$ cat config.mk
export PLATFORM = sky130hd
export DESIGN_NAME = tpi_ctrl
export DESIGN_NICKNAME = d
export VERILOG_FILES = /design/src/design/tpi_pkg.sv /design/src/design/tpi_ctrl.sv
export SDC_FILE = /design/constraint.sdc
export NUM_CORES = 1
export LEC_CHECK = 0
export ABC_CLOCK_PERIOD_IN_PS = 2550
export BUFFER_PORTS_ARGS = -buffer_cell sky130_fd_sc_hd__buf_2
export CAP_MARGIN = 10
export CORE_ASPECT_RATIO = 1.1
export CORE_MARGIN = 2
export CORE_UTILIZATION = 25
export DETAILED_ROUTE_END_ITERATION = 16
export PLACE_DENSITY = 0.45
export SLEW_MARGIN = 10
export SYNTH_ARGS = -nofsm -noshare
export SYNTH_HDL_FRONTEND = slang
export SYNTH_SLANG_ARGS = --single-unit
$ cat constraint.sdc
create_clock -name clk -period 2.55 [get_ports clk]
set_input_delay 0.51 -clock clk [delete_from_list [all_inputs] [get_ports clk]]
set_output_delay 0.51 -clock clk [all_outputs]
set_load 0.02 [all_outputs]
$ cat src/design/tpi_pkg.sv
// Shared types and constants of the telemetry path interpolator.
// Used by the controller, the datapath and the top level.
package tpi_pkg;

  localparam int MAX_SAMPLES = 1024;
  localparam int IDX_W       = $clog2(MAX_SAMPLES);
  localparam int CNT_W       = $clog2(MAX_SAMPLES + 1);
  localparam int SQRT_STEPS  = 32;
  localparam int DIV_STEPS   = 64;
  localparam int STEP_W      = $clog2(DIV_STEPS);
  localparam int IN_DATA_W   = 144;
  localparam int OUT_DATA_W  = 80;

  typedef struct packed {
    logic [31:0] time_value;
    logic [31:0] coord_x;
    logic [31:0] coord_y;
    logic [31:0] driven;
    logic [15:0] speed;
    logic [31:0] path;
  } row_t;

  typedef enum logic [4:0] {
    S_IDLE, S_LD_PREP, S_LD_SQ, S_LD_SUM, S_LD_SQRT, S_LD_WR,
    S_Q_INIT, S_T_RD, S_T_CMP, S_B_RD0, S_B_RD1, S_B_CAP,
    S_D_DIFF, S_D_MUL, S_D_DIV, S_D_SAT,
    S_P_RD, S_P_CMP, S_J_RD0, S_J_RD1, S_J_CAP,
    S_R_PREP, S_R_DIV, S_L_MUL, S_L_ADD, S_EMIT_MOVED, S_EMIT_HELD
  } state_t;

  typedef enum logic [4:0] {
    OP_NONE, OP_CAPTURE, OP_LD_PREP, OP_LD_SQ, OP_LD_FULL, OP_LD_SUM,
    OP_SQRT_STEP, OP_LD_WR, OP_Q_INIT, OP_T_RD, OP_K_INC,
    OP_B_RD0, OP_B_RD1, OP_B_CAP, OP_D_DIFF, OP_D_MUL, OP_DIV_STEP,
    OP_D_SAT, OP_P_RD, OP_J_INC, OP_J_RD0, OP_J_RD1, OP_J_CAP,
    OP_R_PREP, OP_L_MUL, OP_L_ADD, OP_EMIT_MOVED, OP_EMIT_HELD
  } op_t;

  typedef struct packed {
    logic n_ge2;
    logic full;
    logic k_more;
    logic t_less;
    logic j_more;
    logic p_less;
    logic trivial;
    logic p_gt;
    logic sqrt_done;
    logic div_done;
    logic out_free;
  } status_t;

endpackage

$ cat src/design/tpi_ctrl.sv
// Sequencer of the telemetry path interpolator: load and query steps.
// Depends on tpi_pkg; drives the datapath by one op code per cycle.
module tpi_ctrl import tpi_pkg::*; (
  input  logic    clk,
  input  logic    rst,
  input  logic    in_valid,
  input  logic    in_query,
  output logic    in_ready,
  input  status_t status,
  output op_t     op
);

  state_t state, state_next;

  // State register
  always_ff @(posedge clk) begin
    if (rst) begin
      state <= S_IDLE;
    end else begin
      state <= state_next;
    end
  end

  // Next state
  always_comb begin
    state_next = state;
    unique case (state)
      S_IDLE:       if (in_valid) state_next = in_query ? S_Q_INIT : S_LD_PREP;
      S_LD_PREP:    state_next = S_LD_SQ;
      S_LD_SQ:      state_next = status.full ? S_IDLE : S_LD_SUM;
      S_LD_SUM:     state_next = S_LD_SQRT;
      S_LD_SQRT:    if (status.sqrt_done) state_next = S_LD_WR;
      S_LD_WR:      state_next = S_IDLE;
      S_Q_INIT:     state_next = status.n_ge2 ? S_T_RD : S_EMIT_HELD;
      S_T_RD:       state_next = status.k_more ? S_T_CMP : S_B_RD0;
      S_T_CMP:      state_next = status.t_less ? S_T_RD : S_B_RD0;
      S_B_RD0:      state_next = S_B_RD1;
      S_B_RD1:      state_next = S_B_CAP;
      S_B_CAP:      state_next = S_D_DIFF;
      S_D_DIFF:     state_next = S_D_MUL;
      S_D_MUL:      state_next = status.trivial ? S_P_RD : S_D_DIV;
      S_D_DIV:      if (status.div_done) state_next = S_D_SAT;
      S_D_SAT:      state_next = S_P_RD;
      S_P_RD:       state_next = status.j_more ? S_P_CMP : S_EMIT_HELD;
      S_P_CMP:      state_next = status.p_less ? S_P_RD : S_J_RD0;
      S_J_RD0:      state_next = S_J_RD1;
      S_J_RD1:      state_next = S_J_CAP;
      S_J_CAP:      state_next = S_R_PREP;
      S_R_PREP:     state_next = status.p_gt ? S_R_DIV : S_L_MUL;
      S_R_DIV:      if (status.div_done) state_next = S_L_MUL;
      S_L_MUL:      state_next = S_L_ADD;
      S_L_ADD:      state_next = S_EMIT_MOVED;
      S_EMIT_MOVED: if (status.out_free) state_next = S_IDLE;
      S_EMIT_HELD:  if (status.out_free) state_next = S_IDLE;
      default:      state_next = S_IDLE;
    endcase
  end

  // Outputs
  always_comb begin
    op       = OP_NONE;
    in_ready = 1'b0;
    unique case (state)
      S_IDLE: begin
        in_ready = 1'b1;
        if (in_valid) op = OP_CAPTURE;
      end
      S_LD_PREP:    op = OP_LD_PREP;
      S_LD_SQ:      op = status.full ? OP_LD_FULL : OP_LD_SQ;
      S_LD_SUM:     op = OP_LD_SUM;
      S_LD_SQRT:    op = OP_SQRT_STEP;
      S_LD_WR:      op = OP_LD_WR;
      S_Q_INIT:     op = OP_Q_INIT;
      S_T_RD:       op = status.k_more ? OP_T_RD : OP_NONE;
      S_T_CMP:      op = status.t_less ? OP_K_INC : OP_NONE;
      S_B_RD0:      op = OP_B_RD0;
      S_B_RD1:      op = OP_B_RD1;
      S_B_CAP:      op = OP_B_CAP;
      S_D_DIFF:     op = OP_D_DIFF;
      S_D_MUL:      op = OP_D_MUL;
      S_D_DIV:      op = OP_DIV_STEP;
      S_D_SAT:      op = OP_D_SAT;
      S_P_RD:       op = status.j_more ? OP_P_RD : OP_NONE;
      S_P_CMP:      op = status.p_less ? OP_J_INC : OP_NONE;
      S_J_RD0:      op = OP_J_RD0;
      S_J_RD1:      op = OP_J_RD1;
      S_J_CAP:      op = OP_J_CAP;
      S_R_PREP:     op = OP_R_PREP;
      S_R_DIV:      op = OP_DIV_STEP;
      S_L_MUL:      op = OP_L_MUL;
      S_L_ADD:      op = OP_L_ADD;
      S_EMIT_MOVED: op = status.out_free ? OP_EMIT_MOVED : OP_NONE;
      S_EMIT_HELD:  op = status.out_free ? OP_EMIT_HELD : OP_NONE;
      default:      op = OP_NONE;
    endcase
  end

endmodule

==> results.toml <==
[status]
status = "completed"

[synth]
syn_inst = 158
ys_seq_area_share_pct = 9.49
yosys.area.top_type = "dfxtp_1"
yosysTopAreaCellShare_pct = 9.49
yosys.cell_types.count = 58
ys_warn_count = 0
async_flop_share_pct = 0
synth_edf_count = 0
synth_area_leaders = "dfxtp_1, o21ai_0, buf_2"
synth_nets = 173
synth-main-ff-cell = "dfxtp_1"
syn_area_per_cell_um2 = 6.68
ys_ff_latch = 5
synthesis.area_mm2 = 0.00105

[worst_setup_path]
crit_chain = "clkinv_1 -> buf_4 -> o22ai_1 -> a22oi_1 -> o211ai_1 -> buf_2"
worstSetupEndpointType = "primary output"
cp-endpoint = "op[3]"
setup.worst_path.class = "reg2out"
timing.rr.start = "state[3]"
worst-path-stages = 6
cp_top_family = "buffers and inverters"
slowest_stage = "dfxtp_1"
rr_worst_depth = 6
max_stage_delay_ns = 0.53
reg2reg_to = "state[3]"
cp-start-kind = "register"
critPathBufInv = 3
r2r_slack_ns = 0.43
crit_path_start = "state[3]"
path_max_fanout = 10
crit_required_ns = 2.04
cp.arrival_ns = 1.89

[pwr]
ir_drop_v = 0.000207
internal-power_mw = 0.618
p_sw_mw = 0.665
switching_share_pct = 51.8
powerDensity_mw_per_mm2 = 1010
seqPwrFrac_pct = 11.5
p_comb_share_pct = 77.3
clockPowerShare_pct = 11.2
p_leak_nw = 0.492

[global_route]
grt_max_degree = 20
overflow = 0
grt_pass1_vias = 1286
grt_pass1_wl_mm = 6.22
antenna_found_initial = 0
grt_usage_pct = 16.4

[cells_and_area]
fin_cells = 229
antenna-diode-count = 0
final-seq-area_um2 = 100
regMostFlops = "state"
drive_above_1_share_pct = 24.9
stdcell_area_mm2 = 0.00127
finalNetCount = 193
multi_input_area_um2 = 833
area_growth_pct = 20.5
n_fill_cell = 441
largestRegisters = "state (5)"
largest_reg_flops = 5
postLayoutCoreUtil_pct = 31.8

[timing]
clock_skew_ns = 0.00213
fin_crit_ns = 2.40
fin_ws_ns = 0.153
fmax_mhz = 417
finalCritPeriodShare_pct = 94.0
setup_violations = 0
finalSetupTns_ns = 0
final_max_slew_viol_count = 0
max_slew_margin_pct = 56.2
worst_slew_pin_slew_ns = 0.649
rsz0062_at_grt = "no"
hold_viol = 0

[route]
first_pass_iters = 4
drt_wl_total_mm = 3.73
drt_iter0_drc = 116
ant_nets = 0
via_per_inst = 5.63
wl_per_cell_um = 16.3
vias = 1289
drc = 0

[placement]
gp_congestion = 0.894
port_buffers = 20
preCtsSetupSlack_ns = 0.350
dp_hpwl_mm = 2.91
placed_area_mm2 = 0.00123
dp_cells = 225

[clocking]
cts_made_buffers = 3
clkSinkCount = 5
tritoncts = "done"
cts_max_level = 1
insertion_delay_ns = 0.22
clk_pin_slew_ns = 0.04
clockBufferDepth = 2
root_buffer = "clkbuf_8"
cts_hold_buf = 0
post_cts_buffers = 0
cts_resized = 0

[floorplan]
initial_core_util_pct = 26.4
pin_count = 21
die_w_um = 65.9
core_mm2 = 0.00399
die_area_mm2 = 0.00476
fp.dieH_um = 72.1
rows = 24

[job]
max_cap_violations = 0

[worst_hold_path]
hold_path.class = "in2reg"
hp-start = "rst"
hold_depth = 2
## metrics by stage
step	power, mW	hold slack [ns]
after floorplan	0.856	0.583
after global placement	1.13	0.705
after detailed placement	1.12	0.716
after CTS	1.27	0.497
after global routing	1.38	0.499
final	1.28	0.497
## how the worst min path moves through the flow
stage,endpoint,slack [ns]
detailed placement,state[1],0.72
floorplan,state[4],0.58
finish,state[4],0.50
global route,state[4],0.50
global placement,state[1],0.70
CTS,state[4],0.50
## final cells by class
cell class,count,area share (%)
clock buffers,4,3.54
inverters,6,1.77
multi-input cells,128,65.6
flip-flops and latches,5,7.87
well taps,52,5.12
repair buffers,34,16.1
## worst reg2reg max path, delay by kind of cell, from the launching register on
kind / cells / cell delay, ns
AND/OR/NAND/NOR: 3 / 0.76
flip-flops: 1 / 0.53
buffers and inverters: 1 / 0.22
AO/OA/AOI/OAI: 1 / 0.34
XOR/XNOR: 1 / 0.15
## cells in the final DEF (no fill, tap or decap), drive strengths merged, types with 3 or more instances in the layout
master,netlist,routed
a211oi,4,4
a21oi,9,9
a31oi,5,5
buf,15,34
clkbuf,4,4
dfxtp,5,5
inv,5,5
nand2,11,11
nand2b,4,4
nand3,3,3
nand3b,3,3
nor2,9,9
nor2b,8,8
nor3,6,6
nor3b,4,4
nor4,3,3
o21ai,12,12
o32ai,3,3
or2,3,3
## cell usage after synthesis (3+ instances only)
master    instances
a211oi_1          4
a21oi_1           9
a31oi_1           5
buf_2            10
clkbuf_1          4
dfxtp_1           5
inv_1             5
nand2_1          11
nand2b_1          4
nand3_1           3
nand3b_1          3
nor2_1            9
nor2b_1           8
nor3_1            6
nor3b_1           4
o21ai_0          12
o32ai_1           3
## layer usage
layer,global-route usage (%),wire [um]
met1,20.2,1550
met2,29.4,1940
met3,2.17,188
met4,4.76,57
met5,0,0
## power by group through the flow
stage / clock network [mW] / registers, mW / logic [mW]
finish: 0.144 / 0.147 / 0.992
global route: 0.155 / 0.152 / 1.08
floorplan: 0 / 0.110 / 0.746
detailed placement: 0 / 0.148 / 0.974
CTS: 0.147 / 0.146 / 0.979
global placement: 0 / 0.148 / 0.982
## cells by family after synthesis
group	synth area share, %
AO/OA/AOI/OAI	39.0
XOR/XNOR	1.66
adder cells (fa/ha/maj)	0.949
buffers and inverters	11.5
flip-flops	9.49
AND/OR/NAND/NOR	37.4
(Power assumes the default switching activity.)
